[src/rtl/core/gpe_pkg.sv]
// Shared types and constants for the gait phase estimator.
package gpe_pkg;

    localparam int unsigned TimeW = 32;
    localparam int unsigned PctW = 10;
    localparam int unsigned CoeffW = 8;
    localparam int unsigned NumHist = 3;

    localparam logic [1:0] H_STEP = 2'd0;
    localparam logic [1:0] H_STANCE = 2'd1;
    localparam logic [1:0] H_SWING = 2'd2;

    localparam logic CFG_UPPER = 1'b0;
    localparam logic CFG_LOWER = 1'b1;

    localparam logic [PctW-1:0] PctMax = 10'd1000;

    typedef struct packed {
        logic start;
        logic hist_start;
        logic [1:0] hist_sel;
        logic div_start;
        logic [1:0] div_sel;
    } gpe_cmd_t;

    typedef struct packed {
        logic hist_done;
        logic hist_needed;
        logic div_done;
    } gpe_stat_t;

endpackage

[src/rtl/core/gait_phase_estimator_unit.sv]
// Top level of the gait phase estimator: controller plus datapath.
//
//  channel   signals                              beat
//  in        in_valid / in_ready                  now_ms, heel_contact, toe_contact
//  out       out_valid / out_ready                edge flags, expectations, percents
//  cfg       cfg_we, cfg_index, cfg_data          one register write
//
// An item runs through the history scans and then through the three 42-step
// percent divisions.
// Reset restores the coefficients to 24 and 8 and empties all histories.
// The block takes one item at a time; a result beat waits until it is taken.
module gait_phase_estimator_unit #(
    parameter int unsigned HISTORY_DEPTH = 4
) (
    input  logic                          clk,
    input  logic                          rst_n,
    input  logic                          cfg_we,
    input  logic                          cfg_index,
    input  logic [gpe_pkg::CoeffW-1:0]    cfg_data,
    input  logic                          in_valid,
    output logic                          in_ready,
    input  logic [gpe_pkg::TimeW-1:0]     now_ms,
    input  logic                          heel_contact,
    input  logic                          toe_contact,
    output logic                          out_valid,
    input  logic                          out_ready,
    output logic                          heel_strike,
    output logic                          toe_strike,
    output logic                          toe_lift,
    output logic [gpe_pkg::TimeW-1:0]     expected_step,
    output logic [gpe_pkg::TimeW-1:0]     expected_stance,
    output logic [gpe_pkg::TimeW-1:0]     expected_swing,
    output logic [gpe_pkg::PctW-1:0]      gait_percent,
    output logic [gpe_pkg::PctW-1:0]      stance_percent,
    output logic [gpe_pkg::PctW-1:0]      swing_percent
);
    import gpe_pkg::*;

    gpe_cmd_t cmd;
    gpe_stat_t stat;

    gpe_ctrl u_ctrl (
        .clk(clk),
        .rst_n(rst_n),
        .in_valid(in_valid),
        .in_ready(in_ready),
        .out_valid(out_valid),
        .out_ready(out_ready),
        .cmd(cmd),
        .stat(stat)
    );

    gpe_datapath #(
        .HISTORY_DEPTH(HISTORY_DEPTH)
    ) u_dp (
        .clk(clk),
        .rst_n(rst_n),
        .cfg_we(cfg_we),
        .cfg_idx(cfg_index),
        .cfg_data(cfg_data),
        .now_ms(now_ms),
        .heel_contact(heel_contact),
        .toe_contact(toe_contact),
        .cmd(cmd),
        .stat(stat),
        .heel_strike(heel_strike),
        .toe_strike(toe_strike),
        .toe_lift(toe_lift),
        .expected_step(expected_step),
        .expected_stance(expected_stance),
        .expected_swing(expected_swing),
        .gait_percent(gait_percent),
        .stance_percent(stance_percent),
        .swing_percent(swing_percent)
    );
endmodule

[src/rtl/core/gpe_ctrl.sv]
// Controller sequencing edge handling, history updates and percent divisions.
module gpe_ctrl (
    input  logic              clk,
    input  logic              rst_n,
    input  logic              in_valid,
    output logic              in_ready,
    output logic              out_valid,
    input  logic              out_ready,
    output gpe_pkg::gpe_cmd_t cmd,
    input  gpe_pkg::gpe_stat_t stat
);
    import gpe_pkg::*;

    localparam logic [2:0] S_IDLE = 3'd0;
    localparam logic [2:0] S_HSEL = 3'd1;
    localparam logic [2:0] S_HRUN = 3'd2;
    localparam logic [2:0] S_DSTART = 3'd3;
    localparam logic [2:0] S_DRUN = 3'd4;
    localparam logic [2:0] S_OUT = 3'd5;

    logic [2:0] state_reg, state_next;
    logic [1:0] idx_reg, idx_next;

    always_ff @(posedge clk or negedge rst_n)
    begin
        if (!rst_n)
        begin
            state_reg <= S_IDLE;
            idx_reg <= '0;
        end
        else
        begin
            state_reg <= state_next;
            idx_reg <= idx_next;
        end
    end

    assign in_ready = (state_reg == S_IDLE);
    assign out_valid = (state_reg == S_OUT);

    always_comb
    begin
        state_next = state_reg;
        idx_next = idx_reg;
        cmd = '0;
        cmd.hist_sel = idx_reg;
        cmd.div_sel = idx_reg;
        case (state_reg)
            S_IDLE:
            begin
                if (in_valid)
                begin
                    cmd.start = 1'b1;
                    idx_next = H_STEP;
                    state_next = S_HSEL;
                end
            end
            S_HSEL:
            begin
                if (stat.hist_needed)
                begin
                    cmd.hist_start = 1'b1;
                    state_next = S_HRUN;
                end
                else if (idx_reg == H_SWING)
                begin
                    idx_next = H_STEP;
                    state_next = S_DSTART;
                end
                else
                begin
                    idx_next = idx_reg + 2'd1;
                end
            end
            S_HRUN:
            begin
                if (stat.hist_done)
                begin
                    if (idx_reg == H_SWING)
                    begin
                        idx_next = H_STEP;
                        state_next = S_DSTART;
                    end
                    else
                    begin
                        idx_next = idx_reg + 2'd1;
                        state_next = S_HSEL;
                    end
                end
            end
            S_DSTART:
            begin
                cmd.div_start = 1'b1;
                state_next = S_DRUN;
            end
            S_DRUN:
            begin
                if (stat.div_done)
                begin
                    if (idx_reg == H_SWING)
                    begin
                        state_next = S_OUT;
                    end
                    else
                    begin
                        idx_next = idx_reg + 2'd1;
                        state_next = S_DSTART;
                    end
                end
            end
            S_OUT:
            begin
                if (out_ready)
                begin
                    state_next = S_IDLE;
                end
            end
            default:
            begin
                state_next = S_IDLE;
            end
        endcase
    end
endmodule

[src/rtl/core/gpe_datapath.sv]
// Datapath: event times, duration histories, window test, mean and divider.
module gpe_datapath #(
    parameter int unsigned HISTORY_DEPTH = 4
) (
    input  logic                          clk,
    input  logic                          rst_n,
    input  logic                          cfg_we,
    input  logic                          cfg_idx,
    input  logic [gpe_pkg::CoeffW-1:0]    cfg_data,
    input  logic [gpe_pkg::TimeW-1:0]     now_ms,
    input  logic                          heel_contact,
    input  logic                          toe_contact,
    input  gpe_pkg::gpe_cmd_t             cmd,
    output gpe_pkg::gpe_stat_t            stat,
    output logic                          heel_strike,
    output logic                          toe_strike,
    output logic                          toe_lift,
    output logic [gpe_pkg::TimeW-1:0]     expected_step,
    output logic [gpe_pkg::TimeW-1:0]     expected_stance,
    output logic [gpe_pkg::TimeW-1:0]     expected_swing,
    output logic [gpe_pkg::PctW-1:0]      gait_percent,
    output logic [gpe_pkg::PctW-1:0]      stance_percent,
    output logic [gpe_pkg::PctW-1:0]      swing_percent
);
    import gpe_pkg::*;

    localparam int unsigned IdxW = $clog2(HISTORY_DEPTH);
    localparam int unsigned FillW = $clog2(HISTORY_DEPTH + 1);
    localparam int unsigned SumW = TimeW + $clog2(HISTORY_DEPTH + 1);
    localparam int unsigned ProdW = TimeW + CoeffW;
    localparam int unsigned NumW = TimeW + PctW;
    localparam int unsigned DivCntW = $clog2(NumW + 1);
    localparam int unsigned DepthU = HISTORY_DEPTH;

    logic [CoeffW-1:0] upper_reg, lower_reg;
    logic last_heel_reg, last_toe_reg;
    logic hs_reg, ts_reg, to_reg;
    logic heel_reg, toe_reg;
    logic [TimeW-1:0] now_reg;
    logic [TimeW-1:0] heel_t_reg, tstr_t_reg, toff_t_reg;
    logic [1:0] heel_cnt_reg, tstr_cnt_reg, toff_cnt_reg;
    logic [TimeW-1:0] hist_reg [NumHist][HISTORY_DEPTH];
    logic [FillW-1:0] fill_reg [NumHist];
    logic [TimeW-1:0] exp_reg [NumHist];
    logic [PctW-1:0] pct_reg [NumHist];
    logic [TimeW-1:0] sample_reg [NumHist];
    logic need_reg [NumHist];

    logic [1:0] hphase_reg;
    logic [IdxW-1:0] scan_reg;
    logic [TimeW-1:0] mx_reg, mn_reg;
    logic [SumW-1:0] sum_reg;
    logic [ProdW-1:0] up_prod_reg, lo_prod_reg;
    logic accept_reg;
    logic hist_done;

    logic div_busy_reg;
    logic [DivCntW-1:0] div_cnt_reg;
    logic [NumW-1:0] div_num_reg;
    logic [TimeW:0] div_rem_reg;
    logic [TimeW-1:0] div_den_reg;
    logic div_done;

    logic hs, ts, to;
    logic [1:0] hsel, dsel;
    logic [TimeW-1:0] cur_elem;
    logic [ProdW-1:0] s16;

    assign hs = heel_contact & ~last_heel_reg;
    assign ts = toe_contact & ~last_toe_reg;
    assign to = ~toe_contact & last_toe_reg;
    assign hsel = cmd.hist_sel;
    assign dsel = cmd.div_sel;
    assign cur_elem = hist_reg[hsel][scan_reg];
    assign s16 = {{(CoeffW - 4){1'b0}}, sample_reg[hsel], 4'b0000};

    always_ff @(posedge clk or negedge rst_n)
    begin
        if (!rst_n)
        begin
            upper_reg <= 8'd24;
            lower_reg <= 8'd8;
        end
        else if (cfg_we)
        begin
            if (cfg_idx == CFG_UPPER)
            begin
                upper_reg <= cfg_data;
            end
            else
            begin
                lower_reg <= cfg_data;
            end
        end
    end

    always_ff @(posedge clk or negedge rst_n)
    begin
        if (!rst_n)
        begin
            last_heel_reg <= 1'b0;
            last_toe_reg <= 1'b0;
            hs_reg <= 1'b0;
            ts_reg <= 1'b0;
            to_reg <= 1'b0;
            heel_t_reg <= '0;
            tstr_t_reg <= '0;
            toff_t_reg <= '0;
            heel_cnt_reg <= '0;
            tstr_cnt_reg <= '0;
            toff_cnt_reg <= '0;
            for (int k = 0; k < NumHist; k++)
            begin
                need_reg[k] <= 1'b0;
                sample_reg[k] <= '0;
            end
        end
        else if (cmd.start)
        begin
            last_heel_reg <= heel_contact;
            last_toe_reg <= toe_contact;
            hs_reg <= hs;
            ts_reg <= ts;
            to_reg <= to;
            need_reg[H_STEP] <= hs && (heel_cnt_reg != 2'd0);
            need_reg[H_SWING] <= ts && (toff_cnt_reg == 2'd2);
            need_reg[H_STANCE] <= to && ((tstr_cnt_reg == 2'd2) ||
                                         (ts && tstr_cnt_reg == 2'd1));
            sample_reg[H_STEP] <= now_ms - heel_t_reg;
            sample_reg[H_SWING] <= now_ms - toff_t_reg;
            sample_reg[H_STANCE] <= now_ms - (ts ? now_ms : tstr_t_reg);
            if (hs)
            begin
                heel_t_reg <= now_ms;
                if (heel_cnt_reg != 2'd2)
                begin
                    heel_cnt_reg <= heel_cnt_reg + 2'd1;
                end
            end
            if (ts)
            begin
                tstr_t_reg <= now_ms;
                if (tstr_cnt_reg != 2'd2)
                begin
                    tstr_cnt_reg <= tstr_cnt_reg + 2'd1;
                end
            end
            if (to)
            begin
                toff_t_reg <= now_ms;
                if (toff_cnt_reg != 2'd2)
                begin
                    toff_cnt_reg <= toff_cnt_reg + 2'd1;
                end
            end
        end
    end

    always_ff @(posedge clk)
    begin
        if (cmd.start)
        begin
            now_reg <= now_ms;
            heel_reg <= heel_contact;
            toe_reg <= toe_contact;
        end
    end

    assign stat.hist_needed = need_reg[hsel];
    assign stat.hist_done = hist_done;
    assign stat.div_done = div_done;

    // History update phases: scan min and max, form window products, shift and sum.
    localparam logic [1:0] HP_SCAN = 2'd0;
    localparam logic [1:0] HP_TEST = 2'd1;
    localparam logic [1:0] HP_SUM = 2'd2;
    localparam logic [1:0] HP_IDLE = 2'd3;

    assign hist_done = (hphase_reg == HP_SUM) &&
                       (!accept_reg || scan_reg == IdxW'(DepthU - 1));

    logic fill_short;
    assign fill_short = fill_reg[hsel] != FillW'(DepthU);

    always_ff @(posedge clk or negedge rst_n)
    begin
        if (!rst_n)
        begin
            hphase_reg <= HP_IDLE;
            scan_reg <= '0;
            accept_reg <= 1'b0;
            for (int k = 0; k < NumHist; k++)
            begin
                fill_reg[k] <= '0;
                exp_reg[k] <= '0;
                for (int i = 0; i < HISTORY_DEPTH; i++)
                begin
                    hist_reg[k][i] <= '0;
                end
            end
        end
        else if (cmd.hist_start)
        begin
            scan_reg <= '0;
            if (fill_short)
            begin
                for (int i = HISTORY_DEPTH - 1; i > 0; i--)
                begin
                    hist_reg[hsel][i] <= hist_reg[hsel][i-1];
                end
                hist_reg[hsel][0] <= sample_reg[hsel];
                fill_reg[hsel] <= fill_reg[hsel] + FillW'(1);
                accept_reg <= 1'b0;
                hphase_reg <= HP_SUM;
            end
            else
            begin
                mx_reg <= hist_reg[hsel][0];
                mn_reg <= hist_reg[hsel][0];
                hphase_reg <= HP_SCAN;
            end
        end
        else
        begin
            case (hphase_reg)
                HP_SCAN:
                begin
                    if (cur_elem > mx_reg)
                    begin
                        mx_reg <= cur_elem;
                    end
                    if (cur_elem < mn_reg)
                    begin
                        mn_reg <= cur_elem;
                    end
                    if (scan_reg == IdxW'(DepthU - 1))
                    begin
                        hphase_reg <= HP_TEST;
                        scan_reg <= '0;
                    end
                    else
                    begin
                        scan_reg <= scan_reg + IdxW'(1);
                    end
                end
                HP_TEST:
                begin
                    up_prod_reg <= ProdW'(upper_reg * mx_reg);
                    lo_prod_reg <= ProdW'(lower_reg * mn_reg);
                    hphase_reg <= HP_IDLE;
                    accept_reg <= 1'b1;
                    scan_reg <= '1;
                end
                HP_IDLE:
                begin
                    if (accept_reg && scan_reg == '1)
                    begin
                        scan_reg <= '0;
                        if (s16 <= up_prod_reg && s16 >= lo_prod_reg)
                        begin
                            for (int i = HISTORY_DEPTH - 1; i > 0; i--)
                            begin
                                hist_reg[hsel][i] <= hist_reg[hsel][i-1];
                            end
                            hist_reg[hsel][0] <= sample_reg[hsel];
                            sum_reg <= '0;
                            hphase_reg <= HP_SUM;
                        end
                        else
                        begin
                            accept_reg <= 1'b0;
                            hphase_reg <= HP_SUM;
                        end
                    end
                end
                HP_SUM:
                begin
                    if (accept_reg)
                    begin
                        if (scan_reg == IdxW'(DepthU - 1))
                        begin
                            exp_reg[hsel] <= TimeW'((sum_reg + SumW'(cur_elem))
                                                    / DepthU);
                            accept_reg <= 1'b0;
                            hphase_reg <= HP_IDLE;
                        end
                        else
                        begin
                            sum_reg <= sum_reg + SumW'(cur_elem);
                            scan_reg <= scan_reg + IdxW'(1);
                        end
                    end
                    else
                    begin
                        hphase_reg <= HP_IDLE;
                    end
                end
                default:
                begin
                    hphase_reg <= HP_IDLE;
                end
            endcase
        end
    end

    // Restoring divider: elapsed*1000 / expected, one quotient bit per cycle.
    logic [TimeW-1:0] elapsed;
    logic [TimeW-1:0] ev_time;
    logic [TimeW+1:0] trial;
    logic [PctW-1:0] pct_new;
    logic pct_ovf;

    always_comb
    begin
        case (dsel)
            H_STEP:   ev_time = heel_t_reg;
            H_STANCE: ev_time = tstr_t_reg;
            default:  ev_time = toff_t_reg;
        endcase
    end
    assign elapsed = now_reg - ev_time;
    assign trial = {div_rem_reg, div_num_reg[NumW-1]} - {2'b00, div_den_reg};
    assign pct_ovf = |div_num_reg[NumW-1:PctW] || div_num_reg[PctW-1:0] > PctMax;
    assign pct_new = pct_ovf ? PctMax : div_num_reg[PctW-1:0];
    assign div_done = div_busy_reg && div_cnt_reg == '0;

    always_ff @(posedge clk or negedge rst_n)
    begin
        if (!rst_n)
        begin
            div_busy_reg <= 1'b0;
            div_cnt_reg <= '0;
            for (int k = 0; k < NumHist; k++)
            begin
                pct_reg[k] <= '0;
            end
        end
        else if (cmd.div_start)
        begin
            div_busy_reg <= 1'b1;
            div_cnt_reg <= DivCntW'(NumW);
            div_num_reg <= NumW'(elapsed * 10'd1000);
            div_rem_reg <= '0;
            div_den_reg <= exp_reg[dsel];
        end
        else if (div_busy_reg)
        begin
            if (div_cnt_reg == '0)
            begin
                div_busy_reg <= 1'b0;
                if (exp_reg[dsel] != '0)
                begin
                    pct_reg[dsel] <= pct_new;
                end
                if (dsel == H_STANCE && !heel_reg && !toe_reg)
                begin
                    pct_reg[dsel] <= '0;
                end
                if (dsel == H_SWING && (heel_reg || toe_reg))
                begin
                    pct_reg[dsel] <= '0;
                end
            end
            else
            begin
                div_cnt_reg <= div_cnt_reg - DivCntW'(1);
                if (!trial[TimeW+1])
                begin
                    div_rem_reg <= trial[TimeW:0];
                    div_num_reg <= {div_num_reg[NumW-2:0], 1'b1};
                end
                else
                begin
                    div_rem_reg <= {div_rem_reg[TimeW-1:0], div_num_reg[NumW-1]};
                    div_num_reg <= {div_num_reg[NumW-2:0], 1'b0};
                end
            end
        end
    end

    assign heel_strike = hs_reg;
    assign toe_strike = ts_reg;
    assign toe_lift = to_reg;
    assign expected_step = exp_reg[H_STEP];
    assign expected_stance = exp_reg[H_STANCE];
    assign expected_swing = exp_reg[H_SWING];
    assign gait_percent = pct_reg[H_STEP];
    assign stance_percent = pct_reg[H_STANCE];
    assign swing_percent = pct_reg[H_SWING];
endmodule
[config.mk]
export PLATFORM = sky130hd
export DESIGN_NAME = gait_phase_estimator_unit
export DESIGN_NICKNAME = d
export VERILOG_FILES = /design/src/rtl/core/gpe_pkg.sv /design/src/rtl/core/gait_phase_estimator_unit.sv /design/src/rtl/core/gpe_ctrl.sv /design/src/rtl/core/gpe_datapath.sv
export SDC_FILE = /design/constraint.sdc
export NUM_CORES = 2
export LEC_CHECK = 0
export BUFFER_PORTS_ARGS = -buffer_cell sky130_fd_sc_hd__buf_2
export CAP_MARGIN = 20
export CORE_MARGIN = 1
export CORE_UTILIZATION = 45
export DETAILED_ROUTE_END_ITERATION = 7
export PLACE_DENSITY = 0.63
export SLEW_MARGIN = 15
export SYNTH_ARGS = -nofsm -noshare
export SYNTH_HDL_FRONTEND = slang
export SYNTH_SLANG_ARGS = --single-unit
[constraint.sdc]
create_clock -name clk -period 12.5 [get_ports clk]
set_input_delay 1.25 -clock clk [delete_from_list [all_inputs] [get_ports clk]]
set_output_delay 1.25 -clock clk [all_outputs]
set_load 0.01 [all_outputs]
; Word level (Yosys, flattened, before mapping)
; Cells that the tools add are included.
[totals]
register_bits = 1078
input_bits = 48
out_inout_bits = 131
[classes]
add_sub_neg = 13
mul = 3
magnitude_cmp = 8
n_eq_ne = 38
mux = 122
bitwise_logic = 14
n_reduce_logical = 59
[op_table]
columns = operator, n
row1 = $mux 384, 5
row2 = $bwmux 384, 4
row3 = $demux 128 s2, 4
row4 = $mux 32, 16
row5 = $mux 128, 3
row6 = $mux 30, 9
row7 = $bmux 128 s2, 1
row8 = $bmux 32 s2, 3
row9 = $mux 35, 4
row10 = $sub 32x32->32, 4
row11 = $mux 42, 3
row12 = $mux 33, 3
row13 = $bwmux 96, 1
row14 = $mux 96, 1
row15 = $mul 8x32->40, 2
row16 = $pmux 35 s2, 1
row17 = $demux 32 s2, 1
row18 = $mux 64, 1
row19 = $pmux 32 s2, 1
row20 = $and 30x30->30, 2
row21 = $ge 36x40->1, 1
row22 = $le 36x40->1, 1
row23 = $mul 32x7->39 const B, 1
row24 = $mux 2, 18
row25 = 53 further kinds, 167

; Depth between registers and ports, before layout
[logic_depth]
word_depth = 17
depth_mapped = 43

; Hierarchy
; A second synthesis with hierarchy kept.
[hier_totals]
hier_cells = 7611
area_unflattened_um2 = 78776.8
[modules_own_cells]
columns = mod, instances, cells_each, area_each_um2
row1 = gpe_datapath, 1, 7553, 78288.8
row2 = gpe_ctrl, 1, 58, 488.0

; Worst setup path after synthesis
; OpenSTA, ideal clock, no wires.
[synth_timing]
kind = register to register
start = register u_ctrl.idx_reg[1]
end = register u_dp.div_num_reg[36], data pin
setup_ps = 264
arrival_ps = 9297
t_required_ps = 12236
slack_ps = 2940
stages_incl_launch_ff = 40
synth_period_minus_slack_ps = 9560
cell_sequence = dfrtp_1 buf_2 buf_2 clkbuf_1 buf_1 clkbuf_1 inv_1 ha_1 clkbuf_1 clkbuf_1 a22oi_1 nand2_1 ha_1 fa_1 nor2b_1 o21ai_1 a21oi_1 o31ai_1 (+4 left out) inv_1 fa_1 fa_1 fa_1 inv_1 ha_1 clkbuf_1 a21o_1 a21o_1 a221oi_1 o21ai_1 a221o_1 a221o_1 nor2_1 o21ai_1 a21oi_1 xor2_1 o21ai_1
[synth_between]
elab_chain_len = 5
elab_cells_between_ends = 6
classes_between = add/sub: 1 / mul: 1 / eq/ne: 1 / mux: 2 / reduce/logical: 1
[synth_lines]
columns = element, line_no
row1 = from (decl), gpe_ctrl.sv:22  ; logic [1:0] idx_reg, idx_next;
row2 = from (signal assigned), gpe_ctrl.sv:34  ; idx_reg <= idx_next;
row3 = $eq 2x1->1 or $logic_not 2->1 (tied branches), gpe_datapath.sv:315  ; case (dsel)
row4 = $pmux 32 s2 *, gpe_datapath.sv:315
row5 = $sub 32x32->32 *, gpe_datapath.sv:321  ; assign elapsed = now_reg - ev_time;
row6 = $mul 32x7->39 *, gpe_datapath.sv:342  ; div_num_reg <= NumW'(elapsed * 10'd1000);
row7 = $mux 42 *, gpe_datapath.sv:338  ; else if (cmd.div_start)
row8 = to (signal assigned), gpe_datapath.sv:342
row9 = to (signal assigned), gpe_datapath.sv:370  ; div_num_reg <= {div_num_reg[NumW-2:0], 1'b1};
row10 = to (signal assigned), gpe_datapath.sv:375  ; div_num_reg <= {div_num_reg[NumW-2:0], 1'b0};
row11 = to (decl), gpe_datapath.sv:59  ; logic [NumW-1:0] div_num_reg;
; Mark *: on every way between the ends. The rest lies on a longest branch, timed or not.
; A chain may end at the register's enable or synchronous reset.

; Worst setup path after layout
[layout_timing]
start = register u_ctrl.idx_reg[0]
end = register u_dp.div_num_reg[36], data pin
; Same word-level chain as after synthesis.

==> summary by stage <==
Outcome
The run finished with clean final reports.

Timing
The upper clock frequency limit is 107 MHz. Setup repair after global routing left no endpoint under its margin. The setup-violating endpoint count in the final report is 0. The total negative slack for setup checks is 0 ps.

The number of endpoints with negative hold slack in the final report is 0. The max-slew violation total from the final report is 0. The final period utilization is 74.5%. The post-route clock skew is 65.9 ps.

Measured against its own limit, the worst slew margin works out to 20.7%. Counting I/O delays and the setup requirement, the final critical path takes 9310 ps. At the pin with the least slew margin, the transition time is 1180 ps.

Setup slack on the critical path of the routed design comes to 3190 ps.

Die
The total die area is 0.173 mm2. Measured along the x axis, the die boundary spans 416 um. The initial standard-cell utilization of the core is 45.5%. For this design the top-level I/O count stands at 179.

From bottom edge to top edge, the die measures 416 um. In this run the core area contains 151 standard-cell rows. The area of the core is 0.170 mm2.

Route
The average routed wire per standard cell is 20.5 um. Detailed routing inserted a total of 58800 vias. For this run, design rule violations remaining after detail routing come to 0.

The number of design-rule violations left by the first detailed-router iteration is 4369. For this run, the detailed router's first-pass iteration total came to 6. Dividing the detail-routed via count by the number of cells gives 5.59. Wires add up to 215000 um. The detail route stage leaves a number of antenna-violating nets equal to 0.

Synthesis
The area of the mapped netlist is 0.0773 mm2. By instance count, the leading cell after synthesis is sky130_fd_sc_hd__nand2_1. The number of synthesized flops with an enable pin is 319. The cell count after synthesis came out at 8159. The distinct cell type count after synthesis is 87. By count the netlist is led by sky130_fd_sc_hd__nand2_1 (1214), sky130_fd_sc_hd__inv_1 (786), sky130_fd_sc_hd__dfrtp_1 (753). The share of the synthesized area in the top cell type is 24.4%. The number of nets handed over by synthesis was 9201.

A synthesized cell averages 9.47 um2. The async set-or-reset flop fraction in the synthesized netlist is 70.4%. For this run, the register share of the synthesized area comes to 36.9%. Yosys attributes the largest share of cell area to sky130_fd_sc_hd__dfrtp_1 (24%), sky130_fd_sc_hd__edfxtp_1 (12%), sky130_fd_sc_hd__fa_1 (12%), sky130_fd_sc_hd__ha_1 (8.5%), sky130_fd_sc_hd__nand2_1 (5.9%). Of all cell types, the one taking the most synthesized area is sky130_fd_sc_hd__dfrtp_1. The number of register bits inferred by synthesis is 1077.

The most instantiated flip-flop cell in the synthesis netlist is sky130_fd_sc_hd__dfrtp_1. The yosys synthesis warning count is 0.

GRT
Entering global routing, the biggest net connects 236 pins. The initial antenna violation count was 20. The first global-routing pass estimated 341000 um of wire.

The via count of the first global-routing pass came to 58700. Across every metal layer, demand over resource in global routing totals 24.9%. The overall overflow remaining after global route is 0.

Final layout
The net total in the final layout is 9224. Cells fill 49.8% of the core in the end. The number of filler instances in the final layout is 15800. The area used by sequential logic in the layout is 0.0286 mm2. The non-filler instance count after layout is 10500. The growth of design area from synthesis to finish is 9.48%. The area occupied by multi-input gates is 0.0443 mm2. The layout cell share with drive strength beyond 1 is 8.62%.

The register with the most flip-flops in the layout has 384 of them.

Clocking
The root buffer selected by CTS is sky130_fd_sc_hd__clkbuf_16. After clock tree synthesis, the setup repair step added 0 buffers. The TritonCTS clock tree is yes.

The number of buffers inserted for hold repair after clock tree synthesis is 0. For this design, the sink count on the clock tree is 1077. The insertion delay to the later sink of the worst-skew pair is 790 ps. The maximum buffer depth of the clock tree is 3.

Clock-pin slew was measured on the worst setup and hold paths at 60 ps. The H-tree was split into 3 levels. TritonCTS created 117 clock buffers.

The count of cells resized by post-cts repair is 0.

Hold path
The tightest min-delay check is of the in -> async type.

Placement
The post-detailed-placement half-perimeter wirelength is 159000 um. In this run the tool buffered the top-level ports with 178 buffer cells. The post-placement worst setup slack is 3150 ps.

The number of placed instances, taps included is 10300. The final estimated routing congestion in global placement is 0.897.

Flow run
Max-cap violations in this run came to 0.

Setup path
The critical path is of the reg -> reg type. The most numerous cell type found on the critical path is sky130_fd_sc_hd__fa_1. The worst setup path is launched from a register.

In this design, the stage delay of the slowest critical-path cell is 710 ps. The buffer and inverter count on the worst path is 4. The top cell family by delay on the critical path is adder cells. For the worst setup path, the data arrival time is 9830 ps. The endpoint class of the critical path is a register. The largest driver fanout on the critical path is 37. The reg-to-reg setup timing slack is 3190 ps. The data required time of the critical path is 13020 ps. The cell type of the slowest stage on the worst timing path is sky130_fd_sc_hd__xnor2_1.

Power
For this design the ratio of total power to cell area is 162 mW/mm2. The leakage component of the power is 0.0385 uW. IR analysis of the VDD net gives a maximum drop of 0.256 mV.
-- per-layer routing --
layer	track usage, %	share of wire [%]	vias to the layer above
met5	0	0.0088	-
met4	6.74	2.6	2
met3	3.74	6.0	286
met2	39.4	45	1535
met1	35.6	46	29200
li1	-	-	27800
-- layout by cell type, fill, tap and decap left out, types with 65 or more instances in the layout --
| cell | n |
|---|---|
| sky130_fd_sc_hd__o21ai_1 | 400 |
| sky130_fd_sc_hd__fa_1 | 470 |
| sky130_fd_sc_hd__o21a_1 | 65 |
| sky130_fd_sc_hd__mux2_2 | 156 |
| sky130_fd_sc_hd__mux2i_1 | 220 |
| sky130_fd_sc_hd__buf_4 | 116 |
| sky130_fd_sc_hd__inv_1 | 784 |
| sky130_fd_sc_hd__dfrtp_1 | 750 |
| sky130_fd_sc_hd__xor2_1 | 114 |
| sky130_fd_sc_hd__a21o_1 | 182 |
| sky130_fd_sc_hd__buf_2 | 177 |
| sky130_fd_sc_hd__edfxtp_1 | 319 |
| sky130_fd_sc_hd__o21ai_0 | 496 |
| sky130_fd_sc_hd__nor2_1 | 395 |
| sky130_fd_sc_hd__and2_1 | 224 |
| sky130_fd_sc_hd__ha_1 | 522 |
| sky130_fd_sc_hd__clkbuf_16 | 126 |
| sky130_fd_sc_hd__xnor2_1 | 179 |
| sky130_fd_sc_hd__nand3_1 | 70 |
| sky130_fd_sc_hd__a21oi_1 | 509 |
| sky130_fd_sc_hd__nand2_1 | 1210 |
-- path summary, 6_finish.rpt --
check | startpoint | end | depth (start not counted)
max | u_ctrl.idx_reg[0] | u_dp.div_num_reg[36] | 33
min reg2reg | u_dp.sample_reg[57] | u_dp.sample_reg[57] | 2
min | rst_n | u_dp.expected_step[28] | 1
max in group asynchronous | rst_n | u_dp.upper_reg[5] | 5
max reg2reg | u_ctrl.idx_reg[0] | u_dp.div_num_reg[36] | 33
min in group clk | u_dp.sample_reg[57] | u_dp.sample_reg[57] | 2
-- kinds of logic after synthesis --
| kind of cell | Yosys count | share of synthesized area [%] |
|---|---|---|
| simple gates | 2224 | 12.7 |
| compound gates | 2000 | 15.2 |
| buf+inv | 1189 | 5.91 |
| flops | 1077 | 36.9 |
| fa+ha+maj | 996 | 20.7 |
| mux | 376 | 5.12 |
| xor+xnor | 297 | 3.42 |
-- per-stage QoR --
stage | area (um2) | total power (uW) | hold slack, ps
floorplan | 77300 | 8630 | 437
global placement | 80500 | 10100 | 450
detailed placement | 80500 | 10100 | 454
CTS | 84500 | 13800 | 344
global route | 84600 | 14700 | 377
finish | 84600 | 13700 | 411
-- power breakdown --
group          internal, uW  switching, uW
registers              3980           37.0
logic                  2600           3530
clock network          2030           1560
total                  8610           5130
-- layout make-up --
class                           count  share of cell area, %
Multi-Input combinational cell   5893                   52.4
Sequential cell                  1077                   33.8
Clock buffer                      164                   4.06
Inverter                          789                   3.50
Tap cell                         2218                   3.28
Timing Repair Buffer              304                   2.34
Clock inverter                     60                  0.689
Antenna cell                        6                 0.0177
Power figures use the tool's default switching activity.
